`src/sv/sdw_pkg.sv`:
```
// Shared constants and opcodes for the session deadline watchdog.
`timescale 1ns / 1ps
package sdw_pkg;
    localparam int SESSION_SLOTS_DEF = 64;
    localparam int TIME_BITS_DEF     = 48;
    localparam int SESS_W            = 6;
    localparam int DUR_W             = 32;
    localparam int OP_W              = 2;
    localparam int WIN_W             = 16;
    localparam logic [WIN_W-1:0] WIN_RESET = 16'd16;

    typedef enum logic [OP_W-1:0] {
        OP_WATCH   = 2'd0,
        OP_UNWATCH = 2'd1,
        OP_TICK    = 2'd2,
        OP_NONE    = 2'd3
    } op_t;
endpackage

```
`src/sv/sdw_mem.sv`:
```
// Cell memory: one write port, one registered read port.
`timescale 1ns / 1ps
module sdw_mem
    import sdw_pkg::*;
#(
    parameter int SLOTS = SESSION_SLOTS_DEF,
    parameter int TB    = TIME_BITS_DEF,
    localparam int AW   = $clog2(SLOTS),
    localparam int EW   = SESS_W + TB
) (
    input  logic          aclk,
    input  logic          wr_en,
    input  logic [AW-1:0] wr_addr,
    input  logic [EW-1:0] wr_data,
    input  logic          rd_en,
    input  logic [AW-1:0] rd_addr,
    output logic [EW-1:0] rd_data
);
    logic [EW-1:0] mem [SLOTS];
    logic [EW-1:0] rd_data_reg;

    always_ff @(posedge aclk) begin
        if (wr_en) begin
            mem[wr_addr] <= wr_data;
        end
        if (rd_en) begin
            rd_data_reg <= mem[rd_addr];
        end
    end

    assign rd_data = rd_data_reg;
endmodule

```
`src/sv/sdw_ctrl.sv`:
```
// Sequencer: ordered ring of cells kept in memory, insert, remove and expiry pop.
`timescale 1ns / 1ps
module sdw_ctrl
    import sdw_pkg::*;
#(
    parameter int SLOTS = SESSION_SLOTS_DEF,
    parameter int TB    = TIME_BITS_DEF
) (
    input  logic              aclk,
    input  logic              aresetn,
    input  logic [WIN_W-1:0]  win,
    input  logic              in_valid,
    output logic              in_ready,
    input  logic [OP_W-1:0]   in_op,
    input  logic [SESS_W-1:0] in_sess,
    input  logic [DUR_W-1:0]  in_dur,
    input  logic [TB-1:0]     in_now,
    output logic              out_valid,
    input  logic              out_ready,
    output logic [SESS_W-1:0] out_sess,
    output logic [TB-1:0]     out_dl,
    output logic              out_last
);
    localparam int AW = $clog2(SLOTS);
    localparam int CW = $clog2(SLOTS + 1);
    localparam int EW = SESS_W + TB;

    typedef enum logic [12:0] {
        ST_IDLE  = 13'b0000000000001,
        ST_D_RD  = 13'b0000000000010,
        ST_D_CHK = 13'b0000000000100,
        ST_SD_RD = 13'b0000000001000,
        ST_SD_WR = 13'b0000000010000,
        ST_I_RD  = 13'b0000000100000,
        ST_I_CHK = 13'b0000001000000,
        ST_SU_RD = 13'b0000010000000,
        ST_SU_WR = 13'b0000100000000,
        ST_I_WR  = 13'b0001000000000,
        ST_P_RD  = 13'b0010000000000,
        ST_P_CHK = 13'b0100000000000,
        ST_P_END = 13'b1000000000000
    } state_t;

    state_t            state_reg, state_next;
    logic [CW-1:0]     k_reg, k_next, pos_reg, pos_next, used_reg, used_next;
    logic [AW-1:0]     head_reg, head_next;
    logic [OP_W-1:0]   op_reg, op_next;
    logic [SESS_W-1:0] sess_reg, sess_next;
    logic [TB-1:0]     dl_reg, dl_next;
    logic              pend_reg, pend_next;
    logic [SESS_W-1:0] pend_sess_reg, pend_sess_next;
    logic [TB-1:0]     pend_dl_reg, pend_dl_next;
    logic              ov_reg, ov_next, ol_reg, ol_next;
    logic [SESS_W-1:0] os_reg, os_next;
    logic [TB-1:0]     od_reg, od_next;

    logic          wr_en, rd_en;
    logic [AW-1:0] wr_addr, rd_addr;
    logic [EW-1:0] wr_data, rd_data;
    logic [SESS_W-1:0] rd_sess;
    logic [TB-1:0]     rd_dl, diff, ins_diff;
    logic              due, out_free, sess_ok;
    logic [DUR_W-1:0]  dur_c;

    function automatic logic [AW-1:0] phys(input logic [AW-1:0] h, input logic [CW-1:0] k);
        logic [CW:0] s;
        s = {1'b0, CW'(h)} + {1'b0, k};
        if (s >= (CW+1)'(SLOTS)) begin
            s = s - (CW+1)'(SLOTS);
        end
        return s[AW-1:0];
    endfunction

    sdw_mem #(.SLOTS(SLOTS), .TB(TB)) u_mem (
        .aclk    (aclk),
        .wr_en   (wr_en),
        .wr_addr (wr_addr),
        .wr_data (wr_data),
        .rd_en   (rd_en),
        .rd_addr (rd_addr),
        .rd_data (rd_data)
    );

    assign rd_sess  = rd_data[SESS_W-1:0];
    assign rd_dl    = rd_data[EW-1:SESS_W];
    assign diff     = rd_dl - dl_reg;
    assign due      = diff[TB-1] | (diff <= TB'(win));
    assign ins_diff = rd_dl - dl_reg;
    assign out_free = !ov_reg || out_ready;
    assign sess_ok  = 32'(in_sess) < 32'(SLOTS);
    assign dur_c    = (in_dur == '0) ? DUR_W'(1) : in_dur;
    assign in_ready = (state_reg == ST_IDLE);

    always_comb begin
        state_next     = state_reg;
        k_next         = k_reg;
        pos_next       = pos_reg;
        used_next      = used_reg;
        head_next      = head_reg;
        op_next        = op_reg;
        sess_next      = sess_reg;
        dl_next        = dl_reg;
        pend_next      = pend_reg;
        pend_sess_next = pend_sess_reg;
        pend_dl_next   = pend_dl_reg;
        ov_next        = ov_reg && !out_ready;
        os_next        = os_reg;
        od_next        = od_reg;
        ol_next        = ol_reg;
        wr_en   = 1'b0;
        wr_addr = '0;
        wr_data = rd_data;
        rd_en   = 1'b0;
        rd_addr = '0;
        case (state_reg)
            ST_IDLE: begin
                if (in_valid) begin
                    op_next   = in_op;
                    sess_next = in_sess;
                    k_next    = '0;
                    case (op_t'(in_op))
                        OP_WATCH: begin
                            dl_next = in_now + TB'(dur_c);
                            if (sess_ok) state_next = ST_D_RD;
                        end
                        OP_UNWATCH: begin
                            if (sess_ok) state_next = ST_D_RD;
                        end
                        OP_TICK: begin
                            dl_next    = in_now;
                            state_next = ST_P_RD;
                        end
                        default: ;
                    endcase
                end
            end
            ST_D_RD: begin
                if (k_reg == used_reg) begin
                    k_next     = '0;
                    state_next = (op_t'(op_reg) == OP_WATCH) ? ST_I_RD : ST_IDLE;
                end else begin
                    rd_en      = 1'b1;
                    rd_addr    = phys(head_reg, k_reg);
                    state_next = ST_D_CHK;
                end
            end
            ST_D_CHK: begin
                if (rd_sess == sess_reg) begin
                    state_next = ST_SD_RD;
                end else begin
                    k_next     = k_reg + 1'b1;
                    state_next = ST_D_RD;
                end
            end
            ST_SD_RD: begin
                if (k_reg + 1'b1 == used_reg) begin
                    used_next  = used_reg - 1'b1;
                    k_next     = '0;
                    state_next = (op_t'(op_reg) == OP_WATCH) ? ST_I_RD : ST_IDLE;
                end else begin
                    rd_en      = 1'b1;
                    rd_addr    = phys(head_reg, k_reg + 1'b1);
                    state_next = ST_SD_WR;
                end
            end
            ST_SD_WR: begin
                wr_en      = 1'b1;
                wr_addr    = phys(head_reg, k_reg);
                k_next     = k_reg + 1'b1;
                state_next = ST_SD_RD;
            end
            ST_I_RD: begin
                if (used_reg == CW'(SLOTS)) begin
                    state_next = ST_IDLE;
                end else if (k_reg == used_reg) begin
                    pos_next   = k_reg;
                    state_next = ST_SU_RD;
                end else begin
                    rd_en      = 1'b1;
                    rd_addr    = phys(head_reg, k_reg);
                    state_next = ST_I_CHK;
                end
            end
            ST_I_CHK: begin
                if (!ins_diff[TB-1]) begin
                    pos_next   = k_reg;
                    k_next     = used_reg;
                    state_next = ST_SU_RD;
                end else begin
                    k_next     = k_reg + 1'b1;
                    state_next = ST_I_RD;
                end
            end
            ST_SU_RD: begin
                if (k_reg == pos_reg) begin
                    state_next = ST_I_WR;
                end else begin
                    rd_en      = 1'b1;
                    rd_addr    = phys(head_reg, k_reg - 1'b1);
                    state_next = ST_SU_WR;
                end
            end
            ST_SU_WR: begin
                wr_en      = 1'b1;
                wr_addr    = phys(head_reg, k_reg);
                k_next     = k_reg - 1'b1;
                state_next = ST_SU_RD;
            end
            ST_I_WR: begin
                wr_en      = 1'b1;
                wr_addr    = phys(head_reg, pos_reg);
                wr_data    = {dl_reg, sess_reg};
                used_next  = used_reg + 1'b1;
                state_next = ST_IDLE;
            end
            ST_P_RD: begin
                if (used_reg == '0) begin
                    state_next = ST_P_END;
                end else begin
                    rd_en      = 1'b1;
                    rd_addr    = head_reg;
                    state_next = ST_P_CHK;
                end
            end
            ST_P_CHK: begin
                if (!due) begin
                    state_next = ST_P_END;
                end else if (!pend_reg || out_free) begin
                    if (pend_reg) begin
                        ov_next = 1'b1;
                        os_next = pend_sess_reg;
                        od_next = pend_dl_reg;
                        ol_next = 1'b0;
                    end
                    pend_next      = 1'b1;
                    pend_sess_next = rd_sess;
                    pend_dl_next   = rd_dl;
                    head_next      = phys(head_reg, CW'(1));
                    used_next      = used_reg - 1'b1;
                    state_next     = ST_P_RD;
                end
            end
            ST_P_END: begin
                if (!pend_reg) begin
                    state_next = ST_IDLE;
                end else if (out_free) begin
                    ov_next    = 1'b1;
                    os_next    = pend_sess_reg;
                    od_next    = pend_dl_reg;
                    ol_next    = 1'b1;
                    pend_next  = 1'b0;
                    state_next = ST_IDLE;
                end
            end
            default: state_next = ST_IDLE;
        endcase
    end

    always_ff @(posedge aclk) begin
        if (!aresetn) begin
            state_reg <= ST_IDLE;
            used_reg  <= '0;
            head_reg  <= '0;
            pend_reg  <= 1'b0;
            ov_reg    <= 1'b0;
        end else begin
            state_reg <= state_next;
            used_reg  <= used_next;
            head_reg  <= head_next;
            pend_reg  <= pend_next;
            ov_reg    <= ov_next;
        end
        k_reg         <= k_next;
        pos_reg       <= pos_next;
        op_reg        <= op_next;
        sess_reg      <= sess_next;
        dl_reg        <= dl_next;
        pend_sess_reg <= pend_sess_next;
        pend_dl_reg   <= pend_dl_next;
        os_reg        <= os_next;
        od_reg        <= od_next;
        ol_reg        <= ol_next;
    end

    assign out_valid = ov_reg;
    assign out_sess  = os_reg;
    assign out_dl    = od_reg;
    assign out_last  = ol_reg;
endmodule

```
`src/sv/session_deadline_watchdog_unit.sv`:
```
// Top level: session deadline watchdog with register port and item streams.
//
//  channel  | direction | ports
//  s_       | in        | s_tvalid s_tready s_tdata s_tuser  (watch / unwatch / tick)
//  m_       | out       | m_tvalid m_tready m_tdata m_tlast  (expired sessions)
//  APB      | in        | psel penable pwrite paddr pwdata prdata pready
//
// Watch: scan the held cells to drop the session, then scan and shift to insert.
// Unwatch: scan the held cells to drop the session. Tick: pop each due cell from the head.
// Cost is set by the separate read and write steps of the cell memory.
// Reset (aresetn low, synchronous) empties the list; no clearing pass.
// A result waits in the output register; a stalled m_ side halts the tick.
`timescale 1ns / 1ps
module session_deadline_watchdog_unit
    import sdw_pkg::*;
#(
    parameter int SESSION_SLOTS = SESSION_SLOTS_DEF,
    parameter int TIME_BITS     = TIME_BITS_DEF,
    localparam int IN_W  = ((SESS_W + DUR_W + TIME_BITS + 7) / 8) * 8,
    localparam int OUT_W = ((SESS_W + TIME_BITS + 7) / 8) * 8
) (
    input  logic             aclk,
    input  logic             aresetn,
    input  logic             s_tvalid,
    output logic             s_tready,
    input  logic [IN_W-1:0]  s_tdata,   // session_index, duration_ms, now_ms
    input  logic [OP_W-1:0]  s_tuser,   // opcode
    output logic             m_tvalid,
    input  logic             m_tready,
    output logic [OUT_W-1:0] m_tdata,   // expired_session, expired_deadline
    output logic             m_tlast,
    input  logic             psel,
    input  logic             penable,
    input  logic             pwrite,
    input  logic [2:0]       paddr,
    input  logic [31:0]      pwdata,
    output logic [31:0]      prdata,
    output logic             pready
);
    logic [WIN_W-1:0]     win_reg;
    logic [SESS_W-1:0]    out_sess;
    logic [TIME_BITS-1:0] out_dl;

    always_ff @(posedge aclk) begin
        if (!aresetn) begin
            win_reg <= WIN_RESET;
        end else if (psel && penable && pwrite && !paddr[2]) begin
            win_reg <= pwdata[WIN_W-1:0];
        end
    end

    assign pready = 1'b1;
    assign prdata = paddr[2] ? 32'd0 : 32'(win_reg);

    sdw_ctrl #(.SLOTS(SESSION_SLOTS), .TB(TIME_BITS)) u_ctrl (
        .aclk      (aclk),
        .aresetn   (aresetn),
        .win       (win_reg),
        .in_valid  (s_tvalid),
        .in_ready  (s_tready),
        .in_op     (s_tuser),
        .in_sess   (s_tdata[SESS_W-1:0]),
        .in_dur    (s_tdata[SESS_W+DUR_W-1:SESS_W]),
        .in_now    (s_tdata[SESS_W+DUR_W+TIME_BITS-1:SESS_W+DUR_W]),
        .out_valid (m_tvalid),
        .out_ready (m_tready),
        .out_sess  (out_sess),
        .out_dl    (out_dl),
        .out_last  (m_tlast)
    );

    assign m_tdata = OUT_W'({out_dl, out_sess});
endmodule
```
`config.mk`:
```
export PLATFORM = sky130hd
export DESIGN_NAME = session_deadline_watchdog_unit
export DESIGN_NICKNAME = d
export VERILOG_FILES = /design/src/sv/sdw_pkg.sv /design/src/sv/sdw_mem.sv /design/src/sv/sdw_ctrl.sv /design/src/sv/session_deadline_watchdog_unit.sv
export SDC_FILE = /design/constraint.sdc
export NUM_CORES = 2
export LEC_CHECK = 0
export BUFFER_PORTS_ARGS = -buffer_cell sky130_fd_sc_hd__buf_2
export CORE_ASPECT_RATIO = 1.2
export CORE_MARGIN = 5
export CORE_UTILIZATION = 41
export DETAILED_ROUTE_END_ITERATION = 12
export RECOVER_POWER = 50
export SETUP_SLACK_MARGIN = 0.15
export SLEW_MARGIN = 10
export SYNTH_ARGS = -nofsm -noshare
export SYNTH_HDL_FRONTEND = slang
export SYNTH_HIERARCHICAL = 1
export SYNTH_SLANG_ARGS = --single-unit
export TNS_END_PERCENT = 20
```
`constraint.sdc`:
```
create_clock -name aclk -period 12.1 [get_ports aclk]
set_input_delay 1.21 -clock aclk [delete_from_list [all_inputs] [get_ports aclk]]
set_output_delay 1.21 -clock aclk [all_outputs]
set_load 0.05 [all_outputs]
```
==> out/qor.csv <==
metric;value;unit
clock-root-buffer;clkbuf_16;
status;finished, violations left;
die-area;375600;um2
slowest_delay;2.16;ns
final_layout_size_suffix_gt1_share;22.53;%
hold_class;flop to flop;
final_max_slew_viol_count;3614;
powerDensity;185.0;nW/um2
initial_core_util;41.14;%
syn_area;149000;um2
synth_seq_cells;3733;
routed_wl;422900;um
grt_pass1_vias;77950;
die_h;670.4;um
syn_avg_cell_area;19.93;um2
ys_warn_count;6;
cts_hold_buf;0;
via_per_inst;6.010;
synthCells;7476;
ant_nets;0;
synthToLayoutAreaGrowth;12.37;%
ys_types;94;
ys_seq_area_share;74.94;%
rsz0062_at_grt;false;
fin_worst_skew;0.06087;ns
grtUsageTotal;22.07;%
vdd_drop_max;0.0001665;V
grt_pass1_wl;596700;um
dpl-instance-area;156900;um2
drt-wirelength-per-cell;32.82;um
dp_hpwl;247500;um
drtIter0Drc;9278;
p_leak;51.73;nW
cp_cell_sequence;or2_2 -> nor4_1 -> nand2_1 -> or3_1 -> nor3b_1 -> clkbuf_1 -> inv_6 -> clkbuf_1 -> clkbuf_1 -> o21ai_0 -> clkbuf_1;
vias;77450;
finalCoreUtilization;46.23;%
clk_pin_slew_worst_paths;0.06;ns
htreeDepth;5;
setup_tns;0;ns
drtPass1Iterations;8;
cp_data_arrival_time;9.55;ns
cts_tree;done;
placementRows;242;
violations;max-capacitance violations, max-slew violations;
worst_pin_slew;3.583;ns
slew_headroom;-138.9;%
post_cts_resized;0;
cpMaxStageDelayCell;clkbuf_1;
cts_buffer_depth;4;
nets;8105;
cp_max_fo;64;
grt_max_degree;124;
clock_latency;0.89;ns
grt_overflow;0;
ys_async_sr_fraction;0;%
die_w;560.3;um
final_area;167400;um2
cp-start-kind;flop;
path_class;flop to flop;
cts.sinks;3733;
gp_congestion;0.8756;
finalHoldViolations;0;
fmax;0.1076;GHz
largest_reg_flops;3456;
synth_edf_count;3689;
endpoint_kind;flop;
crit_required;12.35;ns
min_period;9.297;ns
drc;0;
timing.critical_path.mode_cell;clkbuf_1;
synthFlopType;edfxtp_1;
fin_crit_sh;76.84;%
post-cts-setup-buffers;0;
io_pins;224;
coreArea;362100;um2
portBuffers;184;
cts_buffers;362;
finalSetupViolations;0;
antenna_found_initial;24;
cap_violations;59;
[area by class of cell]
| cell class | count | area (um2) |
|---|---|---|
| diodes | 8 | 20.02 |
| clock buffers | 452 | 9597 |
| inverters | 109 | 414.1 |
| repair buffers | 421 | 2549 |
| fillers | 30120 | 194700 |
| flip-flops and latches | 3733 | 111700 |
| clock inverters | 187 | 1582 |
| well taps | 4758 | 5953 |
| multi-input cells | 3217 | 35660 |
[final timing paths]
| kind | end | from | depth (start not counted) | slack [ns] |
|---|---|---|---|---|
| setup / recovery | u_ctrl/u_mem/mem[57][16]$_DFFE_PP_ | u_ctrl/state_reg[12]$_SDFFE_PN0P_ | 11 | 2.80 |
| hold / removal | u_ctrl/out_sess[3]$_DFFE_PP_ | u_ctrl/pend_sess_reg[3]$_DFFE_PP_ | 0 | 0.40 |
| setup reg to reg | u_ctrl/u_mem/mem[57][16]$_DFFE_PP_ | u_ctrl/state_reg[12]$_SDFFE_PN0P_ | 11 | 2.80 |
| hold reg to reg | u_ctrl/out_sess[3]$_DFFE_PP_ | u_ctrl/pend_sess_reg[3]$_DFFE_PP_ | 0 | 0.40 |
[stage by stage]
stage | worst slack (ns) | cells | power, mW | hold WS (ns)
4_1_cts | 4.933 | 12880 | 31.23 | 0.3981
3_3_place_gp | 5.036 | 12240 | 20.38 | 0.4065
6_report | 2.803 | 12890 | 30.97 | 0.4043
3_5_place_dp | 4.967 | 12240 | 20.43 | 0.4063
5_1_grt | 2.342 | 12880 | 32.13 | 0.4211
2_1_floorplan | 3.172 | 7493 | 19.04 | 0.4003
[per-layer routing]
| metal | share of wire (%) | track usage, % | vias up |
|---|---|---|---|
| met4 | 3.4 | 6.792 | 2 |
| met5 | 0.0031 | 0 | - |
| li1 | - | - | 31730 |
| met2 | 50 | 37.46 | 3526 |
| met3 | 7.9 | 3.210 | 640 |
| met1 | 39 | 29.62 | 41550 |
[logic make-up (layout without fill, tap and decap cells)]
| kind of cell | after synthesis | after routing | share of synthesized area, % |
|---|---|---|---|
| buffers and inverters | 543 | 1169 | 1.759 |
| xor gates and xnor gates | 130 | 130 | 0.7642 |
| muxes | 1002 | 1002 | 13.78 |
| and+or+nand+nor | 899 | 899 | 2.877 |
| DFF | 3733 | 3733 | 74.94 |
| other | 2 | 27 | 0.005040 |
| adders and majority gates | 129 | 129 | 1.119 |
| AOI/OAI and AO/OA | 1038 | 1038 | 4.752 |
[power by group]
group	internal (mW)	switching (mW)
Clock	6.15	4.73
Combinational	2.41	3.04
Sequential	14.5	0.115
[layout by cell type (no fill, tap or decap), types with 110 or more instances in the layout]
| cell type | n |
|---|---|
| edfxtp_1 | 3689 |
| mux4_2 | 834 |
| nand2_1 | 291 |
| ha_1 | 122 |
| clkbuf_16 | 370 |
| clkbuf_1 | 216 |
| buf_4 | 167 |
| a21oi_1 | 237 |
| mux2i_1 | 110 |
| nor2_1 | 197 |
| o22ai_1 | 132 |
[cell usage after synthesis (13+ instances only)]
cell / instances / area share (%)
clkbuf_1: 220 / 0.55
nand2b_1: 31 / 0.13
or3_1: 18 / 0.076
dfxtp_1: 44 / 0.59
nor2_1: 262 / 0.66
nand2_1: 295 / 0.74
nor4_1: 29 / 0.12
a211oi_1: 26 / 0.13
edfxtp_1: 3689 / 74
xor2_1: 62 / 0.36
o221ai_1: 50 / 0.29
mux2i_1: 110 / 0.74
nor2b_1: 38 / 0.16
nand4_1: 43 / 0.18
nand3_1: 43 / 0.14
a221oi_1: 83 / 0.49
a31oi_1: 14 / 0.059
o211ai_1: 25 / 0.13
a311oi_1: 17 / 0.10
buf_2: 87 / 0.29
ha_1: 122 / 1.0
mux4_2: 834 / 13
a22o_1: 61 / 0.36
mux2_2: 56 / 0.42
nor3_1: 32 / 0.11
o21ai_0: 128 / 0.43
nand3b_1: 13 / 0.065
xnor2_1: 68 / 0.40
buf_1: 25 / 0.063
buf_4: 88 / 0.44
a21oi_1: 237 / 0.80
and2_1: 15 / 0.063
a21o_1: 46 / 0.23
inv_1: 109 / 0.27
and3_1: 15 / 0.063
o21a_1: 20 / 0.10
o22ai_1: 132 / 0.55
a22oi_1: 94 / 0.47
[worst max-delay path, delay by kind of cell (launching register included)]
kind	cells	cell delay, ns
and+or+nand+nor	5	2.16
buffers and inverters	5	5.45
DFF	1	0.34
AOI/OAI and AO/OA	1	0.52
No activity file was read; power rests on OpenSTA's default activity.
